===== src/hdl/lsps_pkg.sv =====
// Shared types and constants for the LED strip pixel serializer.
// Used by lsps_front, lsps_back and the top level; no dependencies.
package lsps_pkg;

  // Pixel store depth and pixel format
  parameter logic [6:0] MAX_LEDS   = 7'd64;
  parameter logic [4:0] PIXEL_BITS = 5'd24;

  // Input action codes
  parameter logic [2:0] ACT_WRITE = 3'd0;
  parameter logic [2:0] ACT_ADD   = 3'd1;
  parameter logic [2:0] ACT_SUB   = 3'd2;
  parameter logic [2:0] ACT_START = 3'd3;
  parameter logic [2:0] ACT_TICK  = 3'd4;

  // Channel select codes
  parameter logic [1:0] CH_RED   = 2'd0;
  parameter logic [1:0] CH_GREEN = 2'd1;
  parameter logic [1:0] CH_BLUE  = 2'd2;

  // Configuration register indexes
  parameter logic [2:0] CFG_LED_COUNT  = 3'd0;
  parameter logic [2:0] CFG_BIT_PERIOD = 3'd1;
  parameter logic [2:0] CFG_ONE_HIGH   = 3'd2;
  parameter logic [2:0] CFG_ZERO_HIGH  = 3'd3;
  parameter logic [2:0] CFG_LATCH_LOW  = 3'd4;

  // Configuration reset values
  parameter logic [6:0]  RST_LED_COUNT  = 7'd8;
  parameter logic [15:0] RST_BIT_PERIOD = 16'd90;
  parameter logic [15:0] RST_ONE_HIGH   = 16'd57;
  parameter logic [15:0] RST_ZERO_HIGH  = 16'd28;
  parameter logic [15:0] RST_LATCH_LOW  = 16'd1200;

  // Classified command, as it travels through the queue
  typedef enum logic [2:0] {
    CMD_WRITE,
    CMD_ADD,
    CMD_SUB,
    CMD_START,
    CMD_TICK,
    CMD_BAD
  } cmd_t;

  typedef struct packed {
    cmd_t       cmd;
    logic [5:0] led_index;
    logic [7:0] red_value;
    logic [7:0] green_value;
    logic [7:0] blue_value;
    logic [1:0] channel;
    logic [7:0] step_amount;
  } item_t;

  typedef struct packed {
    logic [6:0]  led_count;
    logic [15:0] bit_period_ticks;
    logic [15:0] one_high_ticks;
    logic [15:0] zero_high_ticks;
    logic [15:0] latch_low_ticks;
  } cfg_t;

endpackage


===== src/hdl/lsps_front.sv =====
// Front end: accepts input items, classifies the action, queues them.
// Two-entry queue toward lsps_back. Depends on lsps_pkg.
module lsps_front (
  input  logic              clk,
  input  logic              rst_n,
  input  logic              in_valid,
  output logic              in_stall,
  input  logic [2:0]        in_action,
  input  logic [5:0]        in_led_index,
  input  logic [7:0]        in_red_value,
  input  logic [7:0]        in_green_value,
  input  logic [7:0]        in_blue_value,
  input  logic [1:0]        in_channel,
  input  logic [7:0]        in_step_amount,
  output logic              q_valid,
  output lsps_pkg::item_t   q_item,
  input  logic              q_pop
);

  lsps_pkg::item_t q_mem [2];
  lsps_pkg::item_t item_in;
  logic            wr_ptr_r, wr_ptr_nxt;
  logic            rd_ptr_r, rd_ptr_nxt;
  logic [1:0]      cnt_r, cnt_nxt;
  logic            push;
  logic            pop;

  // Classify: unknown actions and a bad channel never touch state
  always_comb begin
    item_in.led_index   = in_led_index;
    item_in.red_value   = in_red_value;
    item_in.green_value = in_green_value;
    item_in.blue_value  = in_blue_value;
    item_in.channel     = in_channel;
    item_in.step_amount = in_step_amount;
    case (in_action)
      lsps_pkg::ACT_WRITE: item_in.cmd = lsps_pkg::CMD_WRITE;
      lsps_pkg::ACT_ADD:   item_in.cmd = (in_channel > lsps_pkg::CH_BLUE) ?
                                         lsps_pkg::CMD_BAD : lsps_pkg::CMD_ADD;
      lsps_pkg::ACT_SUB:   item_in.cmd = (in_channel > lsps_pkg::CH_BLUE) ?
                                         lsps_pkg::CMD_BAD : lsps_pkg::CMD_SUB;
      lsps_pkg::ACT_START: item_in.cmd = lsps_pkg::CMD_START;
      lsps_pkg::ACT_TICK:  item_in.cmd = lsps_pkg::CMD_TICK;
      default:             item_in.cmd = lsps_pkg::CMD_BAD;
    endcase
  end

  assign in_stall = (cnt_r == 2'd2);
  assign push     = in_valid && !in_stall;
  assign q_valid  = (cnt_r != 2'd0);
  assign pop      = q_pop && q_valid;
  assign q_item   = q_mem[rd_ptr_r];

  always_comb begin
    wr_ptr_nxt = push ? ~wr_ptr_r : wr_ptr_r;
    rd_ptr_nxt = pop ? ~rd_ptr_r : rd_ptr_r;
    cnt_nxt    = cnt_r + {1'b0, push} - {1'b0, pop};
  end

  always_ff @(posedge clk) begin
    if (!rst_n) begin
      wr_ptr_r <= 1'b0;
      rd_ptr_r <= 1'b0;
      cnt_r    <= 2'd0;
    end else begin
      wr_ptr_r <= wr_ptr_nxt;
      rd_ptr_r <= rd_ptr_nxt;
      cnt_r    <= cnt_nxt;
    end
  end

  always_ff @(posedge clk) begin
    if (push) begin
      q_mem[wr_ptr_r] <= item_in;
    end
  end

endmodule


===== src/hdl/lsps_back.sv =====
// Back end: pixel store, waveform sequencer and result register.
// Takes classified items from lsps_front. Depends on lsps_pkg.
module lsps_back (
  input  logic            clk,
  input  logic            rst_n,
  input  lsps_pkg::cfg_t  cfg,
  input  logic            q_valid,
  input  lsps_pkg::item_t q_item,
  output logic            q_pop,
  output logic            out_valid,
  input  logic            out_stall,
  output logic            out_line_level,
  output logic            out_busy_res,
  output logic            out_rejected
);

  typedef enum logic {
    ST_EXEC,
    ST_READ
  } state_t;

  state_t      state_r, state_nxt;
  logic        sending_r, sending_nxt;
  logic        latching_r, latching_nxt;
  logic [6:0]  pc_r, pc_nxt;
  logic [4:0]  bc_r, bc_nxt;
  logic [23:0] shift_r, shift_nxt;
  logic [15:0] tc_r, tc_nxt;
  logic        out_valid_r;
  logic        out_level_r;
  logic        out_busy_r;
  logic        out_rej_r;

  // Pixel store: {red, green, blue}; entries read as zero until written
  logic [23:0] mem [64];
  logic [63:0] vld_r;
  logic [23:0] rd_data_r;
  logic        rd_vld_r;
  logic [23:0] pix;

  logic        busy;
  logic [6:0]  eff_cnt;
  logic [15:0] eff_per;
  logic [15:0] lim;
  logic [15:0] hsel;
  logic [15:0] cur_high;
  logic        held;
  logic [16:0] tc_inc;
  logic [4:0]  bc_inc;
  logic [6:0]  pc_inc;
  logic [7:0]  chan_val;
  logic [7:0]  chan_new;
  logic        need_rd;
  logic [5:0]  rd_addr;
  logic        rd_en;
  logic        wr_en;
  logic [23:0] wr_data;
  logic        level;
  logic        rej;
  logic        slot_free;
  logic        commit;

  assign pix       = rd_vld_r ? rd_data_r : 24'd0;
  assign busy      = sending_r || latching_r;
  assign slot_free = !out_valid_r || !out_stall;

  always_comb begin
    eff_cnt  = (cfg.led_count > lsps_pkg::MAX_LEDS) ? lsps_pkg::MAX_LEDS : cfg.led_count;
    eff_per  = (cfg.bit_period_ticks < 16'd2) ? 16'd2 : cfg.bit_period_ticks;
    lim      = eff_per - 16'd1;
    hsel     = shift_r[23] ? cfg.one_high_ticks : cfg.zero_high_ticks;
    cur_high = (hsel > lim) ? lim : hsel;
    held     = sending_r && (tc_r != 16'd0) && ((tc_r - 16'd1) < cur_high);
    tc_inc   = {1'b0, tc_r} + 17'd1;
    bc_inc   = bc_r + 5'd1;
    pc_inc   = pc_r + 7'd1;
  end

  // Per-item execution; sequencer and store state only move on commit
  always_comb begin
    sending_nxt  = sending_r;
    latching_nxt = latching_r;
    pc_nxt       = pc_r;
    bc_nxt       = bc_r;
    shift_nxt    = shift_r;
    tc_nxt       = tc_r;
    level        = held;
    rej          = 1'b0;
    need_rd      = 1'b0;
    rd_addr      = q_item.led_index;
    wr_en        = 1'b0;
    wr_data      = 24'd0;
    chan_val     = 8'd0;
    chan_new     = 8'd0;

    if (q_item.cmd == lsps_pkg::CMD_TICK) begin
      if (sending_r) begin
        level = (tc_r < cur_high);
        if (tc_inc >= {1'b0, eff_per}) begin
          tc_nxt    = 16'd0;
          shift_nxt = {shift_r[22:0], 1'b0};
          if (bc_inc >= lsps_pkg::PIXEL_BITS) begin
            bc_nxt = 5'd0;
            pc_nxt = pc_inc;
            if (pc_inc >= eff_cnt) begin
              sending_nxt  = 1'b0;
              latching_nxt = 1'b1;
            end else begin
              // next pixel goes out green, red, blue
              need_rd   = 1'b1;
              rd_addr   = pc_inc[5:0];
              shift_nxt = {pix[15:8], pix[23:16], pix[7:0]};
            end
          end else begin
            bc_nxt = bc_inc;
          end
        end else begin
          tc_nxt = tc_inc[15:0];
        end
      end else if (latching_r) begin
        if (tc_inc >= {1'b0, cfg.latch_low_ticks}) begin
          latching_nxt = 1'b0;
          tc_nxt       = 16'd0;
        end else begin
          tc_nxt = tc_inc[15:0];
        end
      end
    end else if (busy || q_item.cmd == lsps_pkg::CMD_BAD) begin
      rej = 1'b1;
    end else if (q_item.cmd == lsps_pkg::CMD_START) begin
      pc_nxt = 7'd0;
      bc_nxt = 5'd0;
      tc_nxt = 16'd0;
      if (eff_cnt == 7'd0) begin
        shift_nxt    = 24'd0;
        latching_nxt = 1'b1;
      end else begin
        need_rd     = 1'b1;
        rd_addr     = 6'd0;
        shift_nxt   = {pix[15:8], pix[23:16], pix[7:0]};
        sending_nxt = 1'b1;
      end
    end else if ({1'b0, q_item.led_index} >= eff_cnt) begin
      rej = 1'b1;
    end else if (q_item.cmd == lsps_pkg::CMD_WRITE) begin
      wr_en   = 1'b1;
      wr_data = {q_item.red_value, q_item.green_value, q_item.blue_value};
    end else begin
      // add or subtract, read-modify-write of one channel
      need_rd = 1'b1;
      wr_en   = 1'b1;
      case (q_item.channel)
        lsps_pkg::CH_RED:   chan_val = pix[23:16];
        lsps_pkg::CH_GREEN: chan_val = pix[15:8];
        default:            chan_val = pix[7:0];
      endcase
      chan_new = (q_item.cmd == lsps_pkg::CMD_ADD) ? (chan_val + q_item.step_amount) :
                                                     (chan_val - q_item.step_amount);
      case (q_item.channel)
        lsps_pkg::CH_RED:   wr_data = {chan_new, pix[15:0]};
        lsps_pkg::CH_GREEN: wr_data = {pix[23:16], chan_new, pix[7:0]};
        default:            wr_data = {pix[23:8], chan_new};
      endcase
    end
  end

  always_comb begin
    commit    = q_valid && slot_free && (!need_rd || state_r == ST_READ);
    rd_en     = q_valid && need_rd && (state_r == ST_EXEC);
    state_nxt = state_r;
    if (rd_en) begin
      state_nxt = ST_READ;
    end else if (commit) begin
      state_nxt = ST_EXEC;
    end
  end

  assign q_pop = commit;

  always_ff @(posedge clk) begin
    if (!rst_n) begin
      state_r     <= ST_EXEC;
      sending_r   <= 1'b0;
      latching_r  <= 1'b0;
      pc_r        <= 7'd0;
      bc_r        <= 5'd0;
      shift_r     <= 24'd0;
      tc_r        <= 16'd0;
      out_valid_r <= 1'b0;
    end else begin
      state_r <= state_nxt;
      if (commit) begin
        sending_r   <= sending_nxt;
        latching_r  <= latching_nxt;
        pc_r        <= pc_nxt;
        bc_r        <= bc_nxt;
        shift_r     <= shift_nxt;
        tc_r        <= tc_nxt;
        out_valid_r <= 1'b1;
        out_level_r <= level;
        out_busy_r  <= sending_nxt || latching_nxt;
        out_rej_r   <= rej;
      end else if (!out_stall) begin
        out_valid_r <= 1'b0;
      end
    end
  end

  always_ff @(posedge clk) begin
    if (!rst_n) begin
      vld_r <= 64'd0;
    end else if (commit && wr_en) begin
      vld_r[q_item.led_index] <= 1'b1;
    end
  end

  always_ff @(posedge clk) begin
    if (commit && wr_en) begin
      mem[q_item.led_index] <= wr_data;
    end
    if (rd_en) begin
      rd_data_r <= mem[rd_addr];
      rd_vld_r  <= vld_r[rd_addr];
    end
  end

  assign out_valid      = out_valid_r;
  assign out_line_level = out_level_r;
  assign out_busy_res   = out_busy_r;
  assign out_rejected   = out_rej_r;

endmodule


===== src/hdl/led_strip_pixel_serializer_core.sv =====
// LED strip pixel serializer, top level: config registers, front queue, back end.
// Path: front queue, registered result; store reads first pass the read state.
// Throughput: 1 item/cycle unless out_stall holds it; add, subtract, start and a tick
//   loading the next pixel first pass a registered single-port pixel store read.
// Reset (rst_n, sync, active low): config to 8/90/57/28/1200, store reads as zero,
//   queue empty, line idle. Depends on lsps_pkg, lsps_front, lsps_back.
module led_strip_pixel_serializer_core (
  input  logic        clk,
  input  logic        rst_n,
  // configuration write channel
  input  logic        cfg_valid,
  output logic        cfg_ready,
  input  logic [2:0]  cfg_index,
  input  logic [15:0] cfg_data,
  // input item channel
  input  logic        in_valid,
  output logic        in_stall,
  input  logic [2:0]  in_action,
  input  logic [5:0]  in_led_index,
  input  logic [7:0]  in_red_value,
  input  logic [7:0]  in_green_value,
  input  logic [7:0]  in_blue_value,
  input  logic [1:0]  in_channel,
  input  logic [7:0]  in_step_amount,
  // result channel
  output logic        out_valid,
  input  logic        out_stall,
  output logic        out_line_level,
  output logic        out_busy_res,
  output logic        out_rejected
);

  lsps_pkg::cfg_t  cfg_r, cfg_nxt;
  lsps_pkg::item_t q_item;
  logic            q_valid;
  logic            q_pop;

  // Config is always writable; indexes past the list are dropped
  assign cfg_ready = 1'b1;

  always_comb begin
    cfg_nxt = cfg_r;
    if (cfg_valid && cfg_ready) begin
      case (cfg_index)
        lsps_pkg::CFG_LED_COUNT:  cfg_nxt.led_count        = cfg_data[6:0];
        lsps_pkg::CFG_BIT_PERIOD: cfg_nxt.bit_period_ticks = cfg_data;
        lsps_pkg::CFG_ONE_HIGH:   cfg_nxt.one_high_ticks   = cfg_data;
        lsps_pkg::CFG_ZERO_HIGH:  cfg_nxt.zero_high_ticks  = cfg_data;
        lsps_pkg::CFG_LATCH_LOW:  cfg_nxt.latch_low_ticks  = cfg_data;
        default:                  cfg_nxt = cfg_r;
      endcase
    end
  end

  always_ff @(posedge clk) begin
    if (!rst_n) begin
      cfg_r.led_count        <= lsps_pkg::RST_LED_COUNT;
      cfg_r.bit_period_ticks <= lsps_pkg::RST_BIT_PERIOD;
      cfg_r.one_high_ticks   <= lsps_pkg::RST_ONE_HIGH;
      cfg_r.zero_high_ticks  <= lsps_pkg::RST_ZERO_HIGH;
      cfg_r.latch_low_ticks  <= lsps_pkg::RST_LATCH_LOW;
    end else begin
      cfg_r <= cfg_nxt;
    end
  end

  // Front: decode and queue, stalls only when the queue is full
  lsps_front u_front (
    .clk            (clk),
    .rst_n          (rst_n),
    .in_valid       (in_valid),
    .in_stall       (in_stall),
    .in_action      (in_action),
    .in_led_index   (in_led_index),
    .in_red_value   (in_red_value),
    .in_green_value (in_green_value),
    .in_blue_value  (in_blue_value),
    .in_channel     (in_channel),
    .in_step_amount (in_step_amount),
    .q_valid        (q_valid),
    .q_item         (q_item),
    .q_pop          (q_pop)
  );

  // Back: pixel store, bit/pixel/latch sequencing, registered result
  lsps_back u_back (
    .clk            (clk),
    .rst_n          (rst_n),
    .cfg            (cfg_r),
    .q_valid        (q_valid),
    .q_item         (q_item),
    .q_pop          (q_pop),
    .out_valid      (out_valid),
    .out_stall      (out_stall),
    .out_line_level (out_line_level),
    .out_busy_res   (out_busy_res),
    .out_rejected   (out_rejected)
  );

endmodule


===== config.mk =====
export PLATFORM = sky130hd
export DESIGN_NAME = led_strip_pixel_serializer_core
export DESIGN_NICKNAME = d
export VERILOG_FILES = /design/src/hdl/lsps_pkg.sv /design/src/hdl/lsps_front.sv /design/src/hdl/lsps_back.sv /design/src/hdl/led_strip_pixel_serializer_core.sv
export SDC_FILE = /design/constraint.sdc
export NUM_CORES = 2
export LEC_CHECK = 0
export ABC_AREA = 1
export BUFFER_PORTS_ARGS = -buffer_cell sky130_fd_sc_hd__buf_2
export CELL_PAD_IN_SITES_DETAIL_PLACEMENT = 1
export CELL_PAD_IN_SITES_GLOBAL_PLACEMENT = 2
export CORE_ASPECT_RATIO = 1.2
export CORE_MARGIN = 2
export CORE_UTILIZATION = 40
export CTS_CLUSTER_DIAMETER = 120
export DETAILED_ROUTE_END_ITERATION = 8
export PLACE_DENSITY = 0.82
export SLEW_MARGIN = 0
export SYNTH_ARGS = -nofsm -noshare
export SYNTH_HDL_FRONTEND = slang
export SYNTH_HIERARCHICAL = 1
export SYNTH_SLANG_ARGS = --single-unit

===== constraint.sdc =====
create_clock -name clk -period 7.5 [get_ports clk]
set_input_delay 1.5 -clock clk [delete_from_list [all_inputs] [get_ports clk]]
set_output_delay 1.5 -clock clk [all_outputs]
set_load 0.005 [all_outputs]

==> summary.md <==
| Metric | Value |
|---|---|
| Register-to-register setup slack | `~0.7 ns` |
| Initial Util | `0.4025` |
| Netlist cell types | `59` |
| Most frequent cells in the layout | `edfxtp_1 (1650), nand2_1 (1372), inv_1 (1076)` |
| Die height | `between 400 and 500 um` |
| CP dominant cell by count | `nand3_1` |
| Die area | `0.2076 mm^2` |
| Final Hold Fails | `0` |
| Largest net degree at the start of global routing | `roughly 160` |
| Max Slew Vio Count | `0` |
| Final worst setup slack | `0.7026 ns` |
| Net Count, Synth | `7585` |
| Util after Layout | `0.4517` |
| Clk_lat worst skew | `about 0.86 ns` |
| Clock Pin Slew Worst Setup and Hold Paths | `0.06 ns` |
| Dominant synthesized flop cell | `edfxtp_1` |
| DR WL/cell | `26.20 um` |
| Clock Skew | `0.06365 ns` |
| Post-CTS Resized | `0` |
| Final setup TNS | `0 ns` |
| Run status | `completed` |
| Met2 Use GR | `0.4420` |
| CTS Buffer Depth | `3` |
| FP Rows | `181` |
| Via-to-Cell Ratio | `5.608` |
| H-tree depth | `4` |
| Cell taking the most area after synthesis | `edfxtp_1` |
| DP HPWL | `165800 um` |
| Port bufs | `71` |
| NumNets Final | `7609` |
| Fmax | `around 150 MHz` |
| Worst r2r dst | `u_back/rd_data_r[6]` |
| CTS tree | `done` |
| Commonest non-fill, non-tap cell in the layout | `edfxtp_1` |
| Top Ports | `73` |
| Hold path start | `u_back/vld_r[13]` |
| Initial antenna violation count | `8` |
| Final wirelength | `between 200000 and 300000 um` |
| Cells after Synth | `around 7400` |
| Post-CTS setup buffers | `0` |
| DRT antenna net count | `0` |
| Max VDD drop | `0.3326 mV` |
| Critical Path Source Type | `flop` |
| Critical path fanouts, max | `76` |
| HP Class | `reg2reg` |
| Sequential-to-total area share from yosys stat | `0.6554` |
| Congestion Overflow GR | `0` |
| Clock root cell | `clkbuf_16` |
| Layout filler cell count | `between 20000 and 25000` |
| Synth Register Bits | `1846` |
| Critical path arrival | `approximately 7.4 ns` |
| DR pass1 iterations | `6` |
| Tmin final | `6.797 ns` |
| RSZ-0062 raised after global routing | `false` |
| GRT Overall Usage | `0.2556` |
| Slew of the pin with the lowest slew margin | `1.273 ns` |
| Crit path capture type | `flop` |
| Crit path kind | `reg2reg` |
| Worst rel slew slack | `0.1517` |
| Req. time, crit path | `about 8.1 ns` |
| Leak pwr | `between 0.03 and 0.04 uW` |
| CTS Hold Bufs | `0` |
| Max-cap violations | `0` |
| Synth warn | `6` |
| First-pass GRT wire length | `393400 um` |
| R2R Path Start | `u_back/tc_r[0]` |
| CP max-delay cell | `inv_8` |
| Pre-CTS setup slack | `0.6819 ns` |
| WHS Path Cells | `2` |
| Worst Reg-to-Reg Cells | `30` |
| Met3 GRT Util | `0.03483` |
| DRT iter0 DRCs | `4898` |
| Yosys top cell area share | `0.6073` |
| DRC violations left | `0` |
| Most used routing layer | `met2` |
| Horiz. Die Dim | `416.3 um` |
| DR vias | `57480` |
| Synth top area cells | `edfxtp_1 (61%), nand2_1 (6.3%), nand3_1 (6.3%)` |
| Average size of a mapped cell | `11.00 um^2` |
| Post-synth EDFFs | `1650` |
| Met1 Use GR | `0.3079` |
| Pwr dens | `399.0 mW/mm^2` |
| GPL Wtd Cong | `roughly 0.9` |
| P&R area growth vs syn | `12.23%` |
| CP max stage delay | `0.62 ns` |
| Async S/R FF share, synth | `0` |
| Final period util | `0.9063` |
| Worst hold endpoint | `u_back/vld_r[13]` |
| TritonCTS Buffers | `188` |
| Final setup fails | `0` |
| Netlist Area Pre-Place | `0.08159 mm^2` |
| Number of global-route vias before repair | `59560` |
| Num Clock Sinks | `about 1800` |
| Layout cells sized above 1 | `0.09428` |
| Core area | `0.2027 mm^2` |
[worst max-delay path: cells and delay by family (launching register included)]
family / cells / cell delay, ns
buffers and inverters: 6 / 1.59
and+or+nand+nor: 21 / 3.90
adders and majority gates: 1 / 0.28
AOI/OAI and AO/OA: 2 / 0.27
DFF: 1 / 0.42
[logic make-up after synthesis]
family	synth area share
fa+ha+maj	0.01604
other cells	0.00004596
xor+xnor	0.005904
simple gates	0.1511
flops	0.6554
mux	0.008021
compound gates	0.08646
buf+inv	0.07705
[area by class of cell]
type	instances	area, um^2	area share
Clock buffer	231	4960	0.05417
Timing Repair Buffer	268	2325	0.02539
Clock inverter	115	1114	0.01216
Inverter	1093	4125	0.04505
Tap cell	2653	3319	0.03625
Antenna cell	2	5.005	0.00005466
Sequential cell	1846	53470	0.5840
Multi-Input combinational cell	4041	22240	0.2429
[cells in the mapped netlist, types with 103 or more instances]
cell type and number:
buf_2 226, dfxtp_1 196, nor2_1 276, inv_1 1081, nand3_1 1023, a21oi_1 134, nand2_1 1376, o21ai_0 104
clkbuf_1 133, edfxtp_1 1650, o211ai_1 663, ha_1 103
[routing by layer]
metal | part of all wire | vias to the layer above | wire length, um
li1 | - | 25820 | -
met1 | 0.38 | 29300 | 103300
met2 | 0.50 | 1855 | 133200
met3 | 0.059 | 500 | 15890
met4 | 0.060 | 4 | 16060
met5 | 0.00010 | - | 28
[registers in the layout, summed over array words and instances, names as in the netlist, 2 cells and up, named ones only]
signal,flops
u_front/cnt_r,2
u_back/vld_r,64
u_back/bc_r,5
u_back/rd_data_r,24
u_front/q_mem,86
u_back/shift_r,24
cfg_r,71
u_back/pc_r,7
u_back/mem,1536
u_back/tc_r,16
[where the power goes]
part           switching, uW  leakage (uW)  internal (uW)  total (uW)
sequential               213        0.0168          12500       12700
combinational          10800        0.0153           3640       14400
clock                   4120       0.00297           5300        9420
total                  15100        0.0351          21400       36500
[worst max path at each step]
| stage | start | end | cells after the start |
|---|---|---|---|
| 2_1_floorplan | flop | u_back/mem[0][17] | 10 |
| 3_3_place_gp | u_back/tc_r[0] | u_back/rd_data_r[19] | 30 |
| 3_5_place_dp | u_back/tc_r[0] | u_back/rd_data_r[19] | 30 |
| 4_1_cts | u_back/tc_r[0] | u_back/rd_data_r[19] | 30 |
| 5_1_grt | u_back/tc_r[0] | u_back/rd_data_r[6] | 30 |
| 6_report | u_back/tc_r[0] | u_back/rd_data_r[6] | 30 |
[per-stage QoR]
stage               hold WS, ns  std cells  cell area, um^2  total power [uW]
finish                   0.4535      10250            91560             36540
floorplan                0.4236       7414            81590             21050
detailed placement       0.4427       9901            85480             27110
global route             0.4712      10250            91560             37930
global placement         0.4376       9901            85480             26790
CTS                      0.4511      10250            91560             36550
(Power assumes the default switching activity.)
